===== config.mk =====
export PLATFORM = sky130hd
export DESIGN_NAME = nec_ir_command_decoder_top
export DESIGN_NICKNAME = d
export VERILOG_FILES = /design/src/hw/rtl/necd_pkg.sv /design/src/hw/rtl/necd_core.sv /design/src/hw/rtl/nec_ir_command_decoder_top.sv
export SDC_FILE = /design/constraint.sdc
export NUM_CORES = 1
export LEC_CHECK = 0
export BUFFER_PORTS_ARGS = -buffer_cell sky130_fd_sc_hd__buf_4
export CAP_MARGIN = 10
export CORE_MARGIN = 4
export CORE_UTILIZATION = 60
export CTS_CLUSTER_DIAMETER = 120
export DETAILED_ROUTE_END_ITERATION = 10
export PLACE_DENSITY = 0.8
export SLEW_MARGIN = 20
export SYNTH_ARGS = -nofsm -noshare
export SYNTH_HDL_FRONTEND = slang
export SYNTH_SLANG_ARGS = --single-unit

===== constraint.sdc =====
create_clock -name clk -period 4.27 [get_ports clk]
set_input_delay 0.2135 -clock clk [delete_from_list [all_inputs] [get_ports clk]]
set_output_delay 0.2135 -clock clk [all_outputs]
set_load 0.005 [all_outputs]

===== src/hw/rtl/necd_pkg.sv =====
// Shared constants and types for the NEC IR command decoder.
// No dependencies; imported by necd_core and nec_ir_command_decoder_top.
package necd_pkg;

  localparam int TICK_W    = 24;
  localparam int EDGE_W    = 6;
  localparam int CMD_W     = 8;
  localparam int LED_W     = 3;
  localparam int MODE_W    = 3;
  localparam int CFG_IDX_W = 2;

  localparam logic [TICK_W-1:0] TICK_MAX = {TICK_W{1'b1}};
  localparam logic [EDGE_W-1:0] EDGE_MAX = {EDGE_W{1'b1}};

  localparam logic [EDGE_W:0] FIRST_COMMAND_EDGE = 7'd17;
  localparam logic [EDGE_W:0] LAST_COMMAND_EDGE  = FIRST_COMMAND_EDGE + 7'd7;

  localparam logic [TICK_W-1:0] FRAME_TIMEOUT_RST = 24'd80000;
  localparam logic [TICK_W-1:0] ONE_BIT_MIN_RST   = 24'd2000;
  localparam logic [TICK_W-1:0] ONE_BIT_MAX_RST   = 24'd2300;

  localparam logic [CFG_IDX_W-1:0] REG_FRAME_TIMEOUT = 2'd0;
  localparam logic [CFG_IDX_W-1:0] REG_ONE_BIT_MIN   = 2'd1;
  localparam logic [CFG_IDX_W-1:0] REG_ONE_BIT_MAX   = 2'd2;

  localparam logic [CMD_W-1:0] CODE_LEDS_OFF  = 8'd69;
  localparam logic [CMD_W-1:0] CODE_LED_PIN1  = 8'd12;
  localparam logic [CMD_W-1:0] CODE_LED_PIN2  = 8'd24;
  localparam logic [CMD_W-1:0] CODE_LED_PIN3  = 8'd94;
  localparam logic [CMD_W-1:0] CODE_MODE_STEP = 8'd70;

  localparam logic [LED_W-1:0] LEDS_OFF  = 3'd0;
  localparam logic [LED_W-1:0] LEDS_PIN1 = 3'd1;
  localparam logic [LED_W-1:0] LEDS_PIN2 = 3'd2;
  localparam logic [LED_W-1:0] LEDS_PIN3 = 3'd4;
  localparam logic [LED_W-1:0] LEDS_M1   = 3'd6;
  localparam logic [LED_W-1:0] LEDS_M2   = 3'd5;
  localparam logic [LED_W-1:0] LEDS_M3   = 3'd3;
  localparam logic [LED_W-1:0] LEDS_M4   = 3'd7;

  localparam logic [MODE_W-1:0] MODE_1 = 3'd1;
  localparam logic [MODE_W-1:0] MODE_2 = 3'd2;
  localparam logic [MODE_W-1:0] MODE_3 = 3'd3;
  localparam logic [MODE_W-1:0] MODE_4 = 3'd4;
  localparam logic [MODE_W-1:0] MODE_5 = 3'd5;

  typedef struct packed {
    logic             hit;
    logic [CMD_W-1:0] command;
    logic [LED_W-1:0] leds;
  } result_t;

endpackage


===== src/hw/rtl/necd_core.sv =====
// Frame state, edge interval measure and LED command logic of the decoder.
// Depends on necd_pkg.
module necd_core (
  input  logic                            clk,
  input  logic                            rst,
  input  logic                            cfg_we,
  input  logic [necd_pkg::CFG_IDX_W-1:0]  cfg_index,
  input  logic [necd_pkg::TICK_W-1:0]     cfg_data,
  input  logic                            step,
  input  logic                            edge_req,
  output necd_pkg::result_t               res
);
  import necd_pkg::*;

  logic [TICK_W-1:0] frame_timeout;
  logic [TICK_W-1:0] one_bit_min;
  logic [TICK_W-1:0] one_bit_max;

  logic              frame_started, frame_started_next;
  logic [TICK_W-1:0] tick_count, tick_count_next;
  logic [EDGE_W-1:0] edge_index, edge_index_next;
  logic [CMD_W-1:0]  command_bits, command_bits_next;
  logic [LED_W-1:0]  led_state, led_state_next;
  logic [MODE_W-1:0] mode_step, mode_step_next;

  logic [TICK_W-1:0] tick_inc;
  logic              in_cmd_range;
  logic [2:0]        bit_pos;
  logic              is_one;
  logic [LED_W-1:0]  cmd_leds;
  logic [MODE_W-1:0] cmd_mode;

  assign tick_inc     = (tick_count == TICK_MAX) ? tick_count : tick_count + 1'b1;
  assign in_cmd_range = ({1'b0, edge_index} >= FIRST_COMMAND_EDGE) &&
                        ({1'b0, edge_index} <= LAST_COMMAND_EDGE);
  assign bit_pos      = 3'({1'b0, edge_index} - FIRST_COMMAND_EDGE);
  assign is_one       = (tick_inc >= one_bit_min) && (tick_inc <= one_bit_max);

  always_comb begin
    cmd_leds = led_state;
    cmd_mode = mode_step;
    case (command_bits)
      CODE_LEDS_OFF: cmd_leds = LEDS_OFF;
      CODE_LED_PIN1: cmd_leds = LEDS_PIN1;
      CODE_LED_PIN2: cmd_leds = LEDS_PIN2;
      CODE_LED_PIN3: cmd_leds = LEDS_PIN3;
      CODE_MODE_STEP: begin
        case (mode_step)
          MODE_1: begin
            cmd_leds = LEDS_M1;
            cmd_mode = MODE_2;
          end
          MODE_2: begin
            cmd_leds = LEDS_M2;
            cmd_mode = MODE_3;
          end
          MODE_3: begin
            cmd_leds = LEDS_M3;
            cmd_mode = MODE_4;
          end
          MODE_4: begin
            cmd_leds = LEDS_M4;
            cmd_mode = MODE_5;
          end
          default: cmd_mode = MODE_1;
        endcase
      end
      default: ;
    endcase
  end

  always_comb begin
    frame_started_next = frame_started;
    tick_count_next    = tick_count;
    edge_index_next    = edge_index;
    command_bits_next  = command_bits;
    led_state_next     = led_state;
    mode_step_next     = mode_step;
    res.hit            = 1'b0;
    res.command        = command_bits;
    res.leds           = cmd_leds;
    if (!frame_started) begin
      if (edge_req) begin
        frame_started_next = 1'b1;
        tick_count_next    = '0;
      end
    end else if (edge_req) begin
      if (in_cmd_range) begin
        command_bits_next[bit_pos] = is_one;
      end
      if (edge_index != EDGE_MAX) begin
        edge_index_next = edge_index + 1'b1;
      end
      tick_count_next = '0;
    end else if (tick_inc >= frame_timeout) begin
      res.hit            = 1'b1;
      led_state_next     = cmd_leds;
      mode_step_next     = cmd_mode;
      frame_started_next = 1'b0;
      edge_index_next    = '0;
      tick_count_next    = '0;
    end else begin
      tick_count_next = tick_inc;
    end
  end

  always_ff @(posedge clk) begin
    if (rst) begin
      frame_timeout <= FRAME_TIMEOUT_RST;
      one_bit_min   <= ONE_BIT_MIN_RST;
      one_bit_max   <= ONE_BIT_MAX_RST;
    end else if (cfg_we) begin
      case (cfg_index)
        REG_FRAME_TIMEOUT: frame_timeout <= cfg_data;
        REG_ONE_BIT_MIN:   one_bit_min   <= cfg_data;
        REG_ONE_BIT_MAX:   one_bit_max   <= cfg_data;
        default: ;
      endcase
    end
  end

  always_ff @(posedge clk) begin
    if (rst) begin
      frame_started <= 1'b0;
      tick_count    <= '0;
      edge_index    <= '0;
      command_bits  <= '0;
      led_state     <= '0;
      mode_step     <= MODE_1;
    end else if (step) begin
      frame_started <= frame_started_next;
      tick_count    <= tick_count_next;
      edge_index    <= edge_index_next;
      command_bits  <= command_bits_next;
      led_state     <= led_state_next;
      mode_step     <= mode_step_next;
    end
  end

  a_mode_range: assert property (@(posedge clk) disable iff (rst)
    mode_step != '0 && mode_step <= MODE_5)
    else $error("mode step out of cycle");
  a_end_clears: assert property (@(posedge clk) disable iff (rst)
    step && res.hit |=> !frame_started && edge_index == '0 && tick_count == '0)
    else $error("frame end did not clear frame state");
  a_idle_index: assert property (@(posedge clk) disable iff (rst)
    !frame_started |-> edge_index == '0)
    else $error("edge index set outside a frame");

endmodule


===== src/hw/rtl/nec_ir_command_decoder_top.sv =====
// Top level of the NEC IR command decoder: input beat register, core, result register.
// Depends on necd_pkg and necd_core.
//
//  channel   dir  handshake                     payload
//  s_axis    in   s_axis_tvalid/s_axis_tready   tdata[0] edge_req
//  m_axis    out  m_axis_tvalid/m_axis_tready   tdata[7:0] command, [10:8] leds
//  cfg       in   cfg_we (no wait)              cfg_index, cfg_data[23:0]
//
// One tick beat per cycle sustained while m_axis is not stalled. A registered input beat
// steps the core when the output has room; that step loads a frame-end result to the output.
// rst is synchronous; it clears frame state, loads register reset values, empties stages.
// A stalled result holds the output register; the input register takes one more beat,
// then holds it and drops s_axis_tready until the result beat is taken.
module nec_ir_command_decoder_top (
  input  logic                            clk,
  input  logic                            rst,
  input  logic                            s_axis_tvalid,
  output logic                            s_axis_tready,
  input  logic [7:0]                      s_axis_tdata,  // [0] edge_req, [7:1] zero
  output logic                            m_axis_tvalid,
  input  logic                            m_axis_tready,
  output logic [15:0]                     m_axis_tdata,  // [7:0] command, [10:8] leds
  input  logic                            cfg_we,
  input  logic [necd_pkg::CFG_IDX_W-1:0]  cfg_index,
  input  logic [necd_pkg::TICK_W-1:0]     cfg_data
);
  import necd_pkg::*;

  logic             in_valid;
  logic             in_edge;
  logic             out_valid;
  logic [CMD_W-1:0] out_command;
  logic [LED_W-1:0] out_leds;
  logic             out_room;
  logic             fire;
  result_t          res;

  assign out_room      = !out_valid || m_axis_tready;
  assign fire          = in_valid && out_room;
  assign s_axis_tready = !in_valid || fire;

  necd_core u_core (
    .clk       (clk),
    .rst       (rst),
    .cfg_we    (cfg_we),
    .cfg_index (cfg_index),
    .cfg_data  (cfg_data),
    .step      (fire),
    .edge_req  (in_edge),
    .res       (res)
  );

  always_ff @(posedge clk) begin
    if (rst) begin
      in_valid <= 1'b0;
    end else if (s_axis_tready) begin
      in_valid <= s_axis_tvalid;
    end
  end

  always_ff @(posedge clk) begin
    if (s_axis_tvalid && s_axis_tready) begin
      in_edge <= s_axis_tdata[0];
    end
  end

  always_ff @(posedge clk) begin
    if (rst) begin
      out_valid <= 1'b0;
    end else if (out_room) begin
      out_valid <= fire && res.hit;
    end
  end

  always_ff @(posedge clk) begin
    if (fire && res.hit) begin
      out_command <= res.command;
      out_leds    <= res.leds;
    end
  end

  assign m_axis_tvalid = out_valid;
  assign m_axis_tdata  = {5'b0, out_leds, out_command};

  a_no_overwrite: assert property (@(posedge clk) disable iff (rst)
    out_valid && !m_axis_tready |-> !fire)
    else $error("result register overwritten while stalled");
  a_stall_cause: assert property (@(posedge clk) disable iff (rst)
    !s_axis_tready |-> in_valid && out_valid && !m_axis_tready)
    else $error("input stalled without a full output");
  a_result_lands: assert property (@(posedge clk) disable iff (rst)
    fire && res.hit |=> out_valid)
    else $error("frame-end result lost");

endmodule

==> impl_metrics.yaml <==
yosys:
  synth.most_common_cell: "nand2_1"
  ys_warn_count: 0
  synth_largest_area_cell: "dfxtp_1"
  synthTopCellsByArea: "dfxtp_1 (32%), ha_1 (13%), nand2_1 (7.4%)"
  netlist_area_um2: 7420
  ys_seq_area_share_pct: 37.0
  yosys_most_used_dff: "dfxtp_1"
  netlist.area_leader.share_pct: 32.1
  async_reset_ff_share_pct: 0
  yosys-top-cells-count: "nand2_1 (146), dfxtp_1 (119), a21oi_1 (93)"
  synthDistinctLibCells: 64
  netlist_instances: 913
  synth_edf_count: 12
  synth-seq-cells: 131
  avgSynthCellArea_um2: 8.13
place:
  gp_congestion: 0.851
  place_area_um2: 7940
  io_buffers: 44
  hpwl_mm: 11.7
  dp_cells: 1105
die:
  io_pins: 57
  die_w_um: 119
  initial_core_util_pct: 61.5
  die_area_um2: 14200
  core_um2: 12100
  rows: 40
  die_h_um: 119
sta:
  fin_crit_sh_pct: 93.6
  final_hold_viol_count: 0
  timing.slew.headroom_pct: 36.5
  finalCriticalPeriod_ps: 4000
  fmax_ghz: 0.250
  tightest_slew_ps: 949
  maxSlewViolCount: 0
  clock_skew_ps: 8.13
  whs_ps: 14.2
  finalSetupTns_ps: 0
  setup_violations: 0
  rsz0062_at_grt: "no"
routing:
  vias: 6347
  vias_per_cell: 5.56
  drc: 0
  avgRoutedWirePerCell_um: 14.4
  routed_wl_mm: 16.4
  drtIter0Drc: 484
  drt_pre_antenna_iters: 6
  ant_nets: 0
worst_setup_path:
  reg2reg_from: "u_core.tick_count[11]$_SDFFE_PP0P_"
  crit_type: "reg2reg"
  critPathArrivalTime_ps: 4300
  setup.worst_path.start_class: "register"
  required_ps: 4570
  crit_fanout: 7
  worst_setup_path_end_kind: "register"
  startpoint: "u_core.tick_count[11]$_SDFFE_PP0P_"
clock_network:
  clkSinkCount: 131
  cts_buffer_depth: 2
  cts_buffers: 17
  htreeDepth: 4
  clock_latency_ps: 420
  post-cts-setup-buffer-count: 0
  clk_pin_slew_worst_paths_ps: 60
  cts_tree: "yes"
  root_buffer: "clkbuf_16"
power_and_ir_drop:
  pwr-share-clk_pct: 47.9
  power-per-cell-area_nw_per_um2: 328
  p_sw_mw: 0.652
  combPwrFrac_pct: 6.5
  seq_power_share_pct: 45.5
  leakage_nw: 3.58
  swShare_pct: 23.2
  p_int_mw: 2.16
  vdd_drop_max_uv: 241
cells_and_area:
  layout.nets: 1078
  postLayoutCellArea_um2: 8560
  fillCellCount: 945
  areaGrowthSynthToFinish_pct: 15.4
  antennaDiodeCount: 0
  drive_above_1_share_pct: 11.8
  fin_cells: 1142
grt:
  grtUsageTotal_pct: 24.0
  antenna_found_initial: 0
  grt_pass1_vias: 5948
  grt_start_max_net_pins: 90
  grt_pass1_wl_mm: 27.7
  grt-ovfl-total: 0
outcome:
  status: "completed"
min_path:
  hp-class: "in2reg"
  holdCritStartpoint: "cfg_data[11]"
run:
  maxCapViolCount: 0
logic make-up (layout without fill, tap and decap cells):
group,Yosys count,count (layout),share of synthesized area [%]
simple gates,353,353,23.3
buf+inv,124,181,6.58
flops,131,131,37.0
compound gates,203,203,17.1
xor+xnor,20,20,2.46
mux,4,4,0.557
other cells,1,5,0.0506
fa+ha+maj,77,77,13.0
timing repair:
| action | in CTS | in global routing |
|---|---|---|
| hold endpoints to repair | 5 | 1 |
| endpoints found under the setup margin | 0 | 22 |
| resized for setup | 0 | 4 |
| hold buffers | 5 | 1 |
cells in the final DEF, fill, tap and decap left out, types with 4 or more instances in the layout:
cell	count
a211o_1	19
a211oi_1	5
a21o_1	9
a21oi_1	92
a22oi_1	16
a31oi_1	5
and2_1	12
and3_1	4
and3b_1	4
and4_1	5
buf_4	63
clkbuf_16	17
clkinv_2	7
conb_1	5
dfxtp_1	119
dlygate4sd3_1	6
edfxtp_1	12
ha_1	77
inv_1	81
nand2_1	146
nand2b_1	9
nand3_1	19
nand3b_1	17
nand4_1	22
nor2_1	69
nor2b_1	7
nor3_1	7
nor3b_1	5
o21ai_0	25
o31ai_1	8
or2_2	7
xnor2_1	15
xor2_1	4
area by class of cell:
class,instances,area (µm²),share of cell area (%)
clock buffers,20,457,5.34
clock inverters,11,86.3,1.01
well taps,168,210,2.46
repair buffers,69,533,6.23
inverters,81,304,3.55
multi-input cells,662,4230,49.4
flip-flops and latches,131,2740,32.0
worst max-delay path, stage by stage (launching register included):
cell and delay (ps):
dfxtp_1 440, nand4_2 190, or4_1 540, a211o_1 370, xnor2_1 210, ha_1 330, nand4_1 230, nor4_2 360
and4_1 230, a221o_1 260, o21bai_1 130, buf_4 190, nor3_1 280, o21bai_1 110
state kept, by name, summed over array words and instances (netlist names):
signal	cells
u_core.led_state	3
u_core.mode_step	3
out_leds	3
u_core.one_bit_min	24
out_command	8
u_core.tick_count	24
u_core.one_bit_max	24
u_core.frame_timeout	24
in_edge	1
u_core.edge_index	6
u_core.command_bits	8
in_valid	1
u_core.frame_started	1
m_axis_tvalid	1
power groups by stage:
stage | registers, mW | logic (mW) | clock network, mW
after global routing | 1.28 | 0.206 | 1.41
after global placement | 1.30 | 0.173 | 0
final | 1.28 | 0.183 | 1.35
after CTS | 1.28 | 0.181 | 1.36
after detailed placement | 1.31 | 0.175 | 0
after floorplan | 1.30 | 0.116 | 0
metal layers:
layer,wire (µm),vias up,GRT usage [%]
li1,-,3250,-
met5,0,-,0
met2,7730,123,39.2
met1,7430,2939,30.1
met4,523,0,10.8
met3,709,35,5.70
per-stage QoR:
step	util (%)	power, mW	worst slack, ps
final	71.0	2.81	275
after global routing	71.0	2.90	3.20
after CTS	70.7	2.82	226
after detailed placement	65.8	1.48	259
after global placement	65.8	1.48	299
after floorplan	-	1.42	559
path summary, 6_finish.rpt:
kind	to	slack (ps)	depth (start not counted)
setup / recovery	u_core.mode_step[0]$_SDFFE_PP1P_	270	13
hold / removal	u_core.frame_timeout[11]$_SDFFE_PP1P_	10	2
setup reg to reg	u_core.mode_step[0]$_SDFFE_PP1P_	270	13
hold reg to reg	u_core.one_bit_min[23]$_SDFFE_PP0P_	450	2
No activity file was read; power rests on OpenSTA's default activity.
